$ cat src/rtl/bsort_pkg.sv
// shared types and constants for the block sorter
`timescale 1ns / 1ps

package bsort_pkg;

  localparam int DEPTH  = 64;
  localparam int DATA_W = 32;
  localparam int CNT_W  = $clog2(DEPTH + 1);
  localparam int ADDR_W = $clog2(DEPTH);

  typedef enum logic [2:0] {
    S_IDLE,
    S_RD,
    S_CMP,
    S_PLACE,
    S_OUT_RD,
    S_OUT_LD,
    S_OUT_WAIT
  } state_t;

  // controller to datapath
  typedef struct packed {
    logic capture;
    logic mem_rd;
    logic rd_out;
    logic shift_wr;
    logic place_wr;
    logic out_load;
    logic out_adv;
  } cmd_t;

  // datapath to controller
  typedef struct packed {
    logic full;
    logic empty;
    logic less;
    logic pos_one;
    logic last_item;
    logic in_last;
    logic out_xfer;
    logic out_last;
  } sts_t;

endpackage

$ cat src/rtl/bsort_ctrl.sv
// controller state machine of the block sorter
`timescale 1ns / 1ps

module bsort_ctrl import bsort_pkg::*; (
  input  logic clk,
  input  logic rst_n,
  input  logic in_valid,
  output logic in_stall,
  input  sts_t sts,
  output cmd_t cmd
);

  state_t state_r;
  state_t state_nxt;

  always_ff @(posedge clk) begin
    if (!rst_n) begin
      state_r <= S_IDLE;
    end else begin
      state_r <= state_nxt;
    end
  end

  // next state
  always_comb begin
    state_nxt = state_r;
    unique case (state_r)
      S_IDLE: begin
        if (in_valid) begin
          if (sts.full) begin
            // full store on a closing item goes straight to readout
            state_nxt = sts.in_last ? S_OUT_RD : S_IDLE;
          end else if (sts.empty) begin
            state_nxt = S_PLACE;
          end else begin
            state_nxt = S_RD;
          end
        end
      end
      S_RD: begin
        state_nxt = S_CMP;
      end
      S_CMP: begin
        if (sts.less && !sts.pos_one) begin
          state_nxt = S_RD;
        end else begin
          state_nxt = S_PLACE;
        end
      end
      S_PLACE: begin
        state_nxt = sts.last_item ? S_OUT_RD : S_IDLE;
      end
      S_OUT_RD: begin
        state_nxt = S_OUT_LD;
      end
      S_OUT_LD: begin
        state_nxt = S_OUT_WAIT;
      end
      S_OUT_WAIT: begin
        if (sts.out_xfer) begin
          state_nxt = sts.out_last ? S_IDLE : S_OUT_RD;
        end
      end
      default: begin
        state_nxt = S_IDLE;
      end
    endcase
  end

  // outputs
  always_comb begin
    cmd      = '0;
    in_stall = (state_r != S_IDLE);
    unique case (state_r)
      S_IDLE: begin
        cmd.capture = in_valid;
      end
      S_RD: begin
        cmd.mem_rd = 1'b1;
      end
      S_CMP: begin
        cmd.shift_wr = sts.less;
      end
      S_PLACE: begin
        cmd.place_wr = 1'b1;
      end
      S_OUT_RD: begin
        cmd.mem_rd = 1'b1;
        cmd.rd_out = 1'b1;
      end
      S_OUT_LD: begin
        cmd.out_load = 1'b1;
      end
      S_OUT_WAIT: begin
        cmd.out_adv = sts.out_xfer;
      end
      default: begin
        cmd = '0;
      end
    endcase
  end

  // only the idle state takes input
  a_stall_idle: assert property (@(posedge clk) disable iff (!rst_n)
    !in_stall |-> state_r == S_IDLE) else $error("input taken outside idle");

  // a shift only follows a compare that found the new value smaller
  a_shift_less: assert property (@(posedge clk) disable iff (!rst_n)
    cmd.shift_wr |-> sts.less) else $error("shift without smaller value");

  // readout always follows a result load
  a_load_wait: assert property (@(posedge clk) disable iff (!rst_n)
    cmd.out_load |=> state_r == S_OUT_WAIT) else $error("load not followed by wait");

endmodule

$ cat src/rtl/bsort_dp.sv
// datapath of the block sorter: element store, insertion pointer, result register
`timescale 1ns / 1ps

module bsort_dp import bsort_pkg::*; (
  input  logic                     clk,
  input  logic                     rst_n,
  input  cmd_t                     cmd,
  output sts_t                     sts,
  input  logic signed [DATA_W-1:0] in_value,
  input  logic                     in_last_in,
  output logic                     out_valid,
  input  logic                     out_stall,
  output logic signed [DATA_W-1:0] out_sorted_value,
  output logic                     out_last_out,
  output logic                     out_overflow
);

  logic [DATA_W-1:0]        mem [DEPTH];
  logic [DATA_W-1:0]        rd_data_r;
  logic signed [DATA_W-1:0] value_r;
  logic                     last_r;
  logic [ADDR_W-1:0]        pos_r;
  logic [CNT_W-1:0]         count_r;
  logic                     dropped_r;
  logic [ADDR_W-1:0]        k_r;
  logic                     out_valid_r;
  logic [DATA_W-1:0]        out_value_r;
  logic                     out_last_r;
  logic                     out_ovf_r;

  logic                     full;
  logic                     wr_en;
  logic [ADDR_W-1:0]        wr_addr;
  logic [DATA_W-1:0]        wr_data;
  logic [ADDR_W-1:0]        rd_addr;
  logic                     out_xfer;

  assign full     = (count_r == CNT_W'(DEPTH));
  assign out_xfer = out_valid_r && !out_stall;
  assign wr_en    = cmd.shift_wr || cmd.place_wr;
  assign wr_addr  = pos_r;
  assign wr_data  = cmd.shift_wr ? rd_data_r : value_r;
  assign rd_addr  = cmd.rd_out ? k_r : pos_r - ADDR_W'(1);

  // element store
  always_ff @(posedge clk) begin
    if (wr_en) begin
      mem[wr_addr] <= wr_data;
    end
    if (cmd.mem_rd) begin
      rd_data_r <= mem[rd_addr];
    end
  end

  // item capture and insertion pointer
  always_ff @(posedge clk) begin
    if (cmd.capture) begin
      value_r <= in_value;
      last_r  <= in_last_in;
      pos_r   <= count_r[ADDR_W-1:0];
    end else if (cmd.shift_wr) begin
      pos_r   <= pos_r - ADDR_W'(1);
    end
  end

  // block bookkeeping
  always_ff @(posedge clk) begin
    if (!rst_n) begin
      count_r   <= '0;
      dropped_r <= 1'b0;
      k_r       <= '0;
    end else begin
      if (cmd.capture && full) begin
        dropped_r <= 1'b1;
      end
      if (cmd.place_wr) begin
        count_r <= count_r + CNT_W'(1);
      end
      if (cmd.out_adv) begin
        if (out_last_r) begin
          count_r   <= '0;
          dropped_r <= 1'b0;
          k_r       <= '0;
        end else begin
          k_r <= k_r + ADDR_W'(1);
        end
      end
    end
  end

  // result register
  always_ff @(posedge clk) begin
    if (!rst_n) begin
      out_valid_r <= 1'b0;
    end else if (cmd.out_load) begin
      out_valid_r <= 1'b1;
    end else if (out_xfer) begin
      out_valid_r <= 1'b0;
    end
  end

  always_ff @(posedge clk) begin
    if (cmd.out_load) begin
      out_value_r <= rd_data_r;
      out_last_r  <= ({1'b0, k_r} + CNT_W'(1)) == count_r;
      out_ovf_r   <= dropped_r;
    end
  end

  assign out_valid        = out_valid_r;
  assign out_sorted_value = out_value_r;
  assign out_last_out     = out_last_r;
  assign out_overflow     = out_ovf_r;

  always_comb begin
    sts           = '0;
    sts.full      = full;
    sts.empty     = (count_r == '0);
    sts.less      = value_r < $signed(rd_data_r);
    sts.pos_one   = (pos_r == ADDR_W'(1));
    sts.last_item = last_r;
    sts.in_last   = in_last_in;
    sts.out_xfer  = out_xfer;
    sts.out_last  = out_last_r;
  end

  a_count_max: assert property (@(posedge clk) disable iff (!rst_n)
    count_r <= CNT_W'(DEPTH)) else $error("fill count beyond depth");

  a_place_room: assert property (@(posedge clk) disable iff (!rst_n)
    cmd.place_wr |-> !full) else $error("insert into full store");

  a_load_nonempty: assert property (@(posedge clk) disable iff (!rst_n)
    cmd.out_load |-> count_r != '0) else $error("readout of empty store");

  a_block_clear: assert property (@(posedge clk) disable iff (!rst_n)
    (cmd.out_adv && out_last_r) |=> (count_r == '0 && !dropped_r))
    else $error("block state not cleared after final transfer");

endmodule

$ cat src/rtl/block_sorter_core.sv
// top level of the block sorter
`timescale 1ns / 1ps

// block sorter: sorts a block of signed 32-bit values into ascending order
//
// input channel: in_valid / in_stall with in_value and in_last_in; a transfer
//   happens at a clock edge with in_valid high and in_stall low. in_last_in
//   closes the block. up to DEPTH (64) values are kept; later ones of the same
//   block are dropped and every result of that block shows out_overflow.
// result channel: out_valid / out_stall with out_sorted_value, out_last_out
//   and out_overflow, one transfer per stored value, smallest first, with
//   out_last_out on the final one.
// sorting: insertion sort into a single-port store; the walk reads and
//   compares one stored element at a time, top down, stopping at the first
//   one not larger; a value that meets a full store is dropped without a
//   walk. in_stall stays high until the item is placed.
// readout: each result is read, loaded into the output register and held
//   until transferred before the next is read; out_valid first rises after
//   the closing item is placed, or after it is taken when the store is full.
// stall: a held result stays in the output register until transferred;
//   no input is taken during readout.
// reset: rst_n (synchronous, active low) empties the store and clears the
//   overflow flag; no clearing pass, the store is only read after a write.

module block_sorter_core import bsort_pkg::*; (
  input  logic                     clk,
  input  logic                     rst_n,
  input  logic                     in_valid,
  output logic                     in_stall,
  input  logic signed [DATA_W-1:0] in_value,
  input  logic                     in_last_in,
  output logic                     out_valid,
  input  logic                     out_stall,
  output logic signed [DATA_W-1:0] out_sorted_value,
  output logic                     out_last_out,
  output logic                     out_overflow
);

  cmd_t cmd;
  sts_t sts;

  // sequencing of insertion and readout
  bsort_ctrl u_ctrl (
    .clk      (clk),
    .rst_n    (rst_n),
    .in_valid (in_valid),
    .in_stall (in_stall),
    .sts      (sts),
    .cmd      (cmd)
  );

  // store, pointers and result register
  bsort_dp u_dp (
    .clk              (clk),
    .rst_n            (rst_n),
    .cmd              (cmd),
    .sts              (sts),
    .in_value         (in_value),
    .in_last_in       (in_last_in),
    .out_valid        (out_valid),
    .out_stall        (out_stall),
    .out_sorted_value (out_sorted_value),
    .out_last_out     (out_last_out),
    .out_overflow     (out_overflow)
  );

endmodule
$ cat config.mk
export PLATFORM = sky130hd
export DESIGN_NAME = block_sorter_core
export DESIGN_NICKNAME = d
export VERILOG_FILES = /design/src/rtl/bsort_pkg.sv /design/src/rtl/bsort_ctrl.sv /design/src/rtl/bsort_dp.sv /design/src/rtl/block_sorter_core.sv
export SDC_FILE = /design/constraint.sdc
export NUM_CORES = 2
export LEC_CHECK = 0
export ABC_AREA = 1
export BUFFER_PORTS_ARGS = -buffer_cell sky130_fd_sc_hd__buf_2
export CORE_MARGIN = 2
export CORE_UTILIZATION = 25
export DETAILED_ROUTE_END_ITERATION = 16
export GPL_ROUTABILITY_DRIVEN = 0
export PLACE_DENSITY = 0.5
export SYNTH_ARGS = -nofsm -noshare
export SYNTH_HDL_FRONTEND = slang
export SYNTH_SLANG_ARGS = --single-unit
$ cat constraint.sdc
create_clock -name clk -period 5.2 [get_ports clk]
set_clock_uncertainty 0.2 [all_clocks]
set_input_delay 0 -clock clk [delete_from_list [all_inputs] [get_ports clk]]
set_output_delay 0 -clock clk [all_outputs]
set_load 0.02 [all_outputs]
==> qor.yml <==
finalWorstSetupSlack_ns: 0.663
status: "finished clean"
dp_slack_ns: 0.755
drtPass1Iterations: 7
drt_iter0_markers: 6272
min-delay-start: "in_value[23]"
grt_max_degree: 175
core-area_mm2: 0.346
grt_overflow: 0
dp_hpwl_um: 150000
synth_seq_cells: 2171
cp.required_ns: 5.55
viasPerCell: 4.81
clock_latency_ns: 0.88
setup_viol: 0
yosysWarnings: 0
r2r-end: "u_dp.rd_data_r[16]$_DFFE_PP_"
synth_area_mm2: 0.0866
hold-path-endpoint: "u_dp.value_r[23]$_DFFE_PP_"
yosys-top-cells-area: "edfxtp_1 (75%), o21ai_0 (6.0%), o21bai_1 (3.8%)"
worstHoldPathCells: 3
clock_path_buffers: 4
nFillCells: 34500
dieArea_mm2: 0.351
crit_type: "flop to flop"
grt_pass1_wl_um: 373000
numCtsBuffers: 224
regArea_mm2: 0.0650
final_common_cell: "edfxtp_1"
holdWs_ns: 0.204
avgSynthCellArea_um2: 13.8
syn_nets: 6351
dp.cells: 10700
crit_path_max_fanout: 174
worstSetupEndpointType: "flop"
cts_tree: "done"
worstPathArrival_ns: 4.89
portBuffers: 72
grt_pass1_vias: 51900
hold_viol: 0
postSynthCellCount: 6278
num_rows: 216
hp-class: "input port to flop"
cts.htree.levels: 4
antenna_found_initial: 13
clkSinkCount: 2171
die_y_um: 593
cts_setup_buffers: 0
rsz0062_at_grt: "false"
layout_common_cells: "edfxtp_1 (2153), o21ai_0 (1002), nor2_1 (561)"
slew_headroom_pct: 12.9
root_buffer: "clkbuf_16"
worst-r2r-setup-slack_ns: 0.66
multiInputGateArea_mm2: 0.0200
track_usage_pct: 14.2
nNetsFinal: 6501
max_freq_mhz: 220
maxCapViolations: 0
yosysSeqAreaShare_pct: 75.0
timing.rr.start: "u_dp.pos_r[0]$_DFFE_PP_"
drc: 0
maxSlewViolCount: 0
rr_worst_depth: 11
io_pins: 73
wirelength_um: 257000
synth_top_cell_area_share_pct: 74.6
initial_core_util_pct: 25.1
post_dp_cell_area_mm2: 0.0942
startpoint_type: "flop"
synth_cell_types: 43
fin_crit_sh_pct: 87.2
yosys.area.top_type: "edfxtp_1"
fin_cells: 11200
path_clk_slew_ns: 0.07
die_w_um: 593
wl_per_cell_um: 23.0
syn_to_final_growth_pct: 17.5
drtAntennaViolNets: 0
design_area_mm2: 0.102
layout_min_cycle_time_ns: 4.54
vias: 53800
drive_above_1_share_pct: 10.7
tightest_slew_ns: 1.31
==> sequential cells by signal (all words and copies together) (netlist names) <==
register / cells
u_dp.last_r: 1
u_ctrl.state_r: 3
u_dp.out_last_out: 1
u_dp.out_sorted_value: 32
u_dp.out_valid: 1
u_dp.out_overflow: 1
u_dp.dropped_r: 1
u_dp.count_r: 7
u_dp.value_r: 32
u_dp.rd_data_r: 32
u_dp.k_r: 6
u_dp.mem: 2048
u_dp.pos_r: 6
==> metal layers <==
metal  global-route usage [%]  routed length [um]
met5                        0                  12
met4                     2.65                4100
met3                     2.28               18200
met1                     21.5              123000
met2                     21.3              113000
==> repair_timing <==
item / 4_1_cts / 5_1_grt
hold buffers: 73 / 0
gates resized for setup: 0 / 0
hold endpoints to repair: 96 / 0
==> worst max-delay path, cell delays in order (launching register included) <==
cell	delay, ns
edfxtp_1	0.50
inv_1	0.17
ha_1	0.38
nand2_4	0.07
o21ai_4	0.29
inv_16	0.26
o21ai_0	0.32
o22ai_1	0.12
o211ai_1	0.31
nand3_1	0.43
nand3_1	0.41
nand2_1	0.26
==> worst max-delay path by stage <==
stage                                       startpoint                      endpoint  cells after the start
final                          u_dp.pos_r[0]$_DFFE_PP_  u_dp.rd_data_r[16]$_DFFE_PP_                     11
after floorplan             u_dp.value_r[21]$_DFFE_PP_      u_dp.mem[0][1]$_DFFE_PP_                     12
after global routing       u_dp.rd_data_r[3]$_DFFE_PP_     u_dp.mem[61][4]$_DFFE_PP_                     17
after CTS                 u_dp.rd_data_r[19]$_DFFE_PP_     u_dp.mem[61][4]$_DFFE_PP_                     13
after global placement    u_dp.rd_data_r[19]$_DFFE_PP_    u_dp.mem[61][16]$_DFFE_PP_                     13
after detailed placement  u_dp.rd_data_r[19]$_DFFE_PP_    u_dp.mem[61][29]$_DFFE_PP_                     13
==> cells in the mapped netlist (all sizes together) <==
cell        n
o221ai      7
inv        96
dfxtp      18
a2111oi     1
buf       217
clkinv      1
o21ai    1077
nor2      626
clkbuf    237
nor4        1
nand3     400
a2bb2oi     1
xnor2       2
nor3       12
or2         1
nand4       6
nand3b      1
xor2        7
a31oi       1
o21bai    440
o211ai    323
o31ai       1
ha         36
o2111ai     1
edfxtp   2153
a211oi      1
a221oi      1
and3        1
o22ai     190
nand2     393
a21oi      25
o21a        1
==> metrics by stage <==
stage | util (%) | setup TNS (ns)
finish | 29.5 | 0
global route | 29.5 | 0
CTS | 29.5 | 0
detailed placement | 27.3 | 0
global placement | 27.3 | 0
floorplan | - | -27.45
==> kinds of logic after synthesis <==
logic type / after synthesis / synth area share, %
flops: 2171 / 75.0
compound gates: 2070 / 14.5
simple gates: 1441 / 6.89
buf+inv: 551 / 2.94
fa+ha+maj: 36 / 0.520
xor+xnor: 9 / 0.0910
==> area by class of cell <==
| type | instances | area share (%) |
|---|---|---|
| sequential | 2171 | 63.8 |
| multi-input combinational | 3556 | 19.6 |
| clock buffer | 290 | 5.80 |
| tap | 4578 | 5.62 |
| timing repair buffer | 378 | 3.75 |
| clock inverter | 105 | 0.961 |
| inverter | 97 | 0.386 |
| antenna | 4 | 0.00983 |
Power is left out: the tool's default activity adds up to more than one toggle a clock period on the data nets, which glitch-free logic cannot reach.
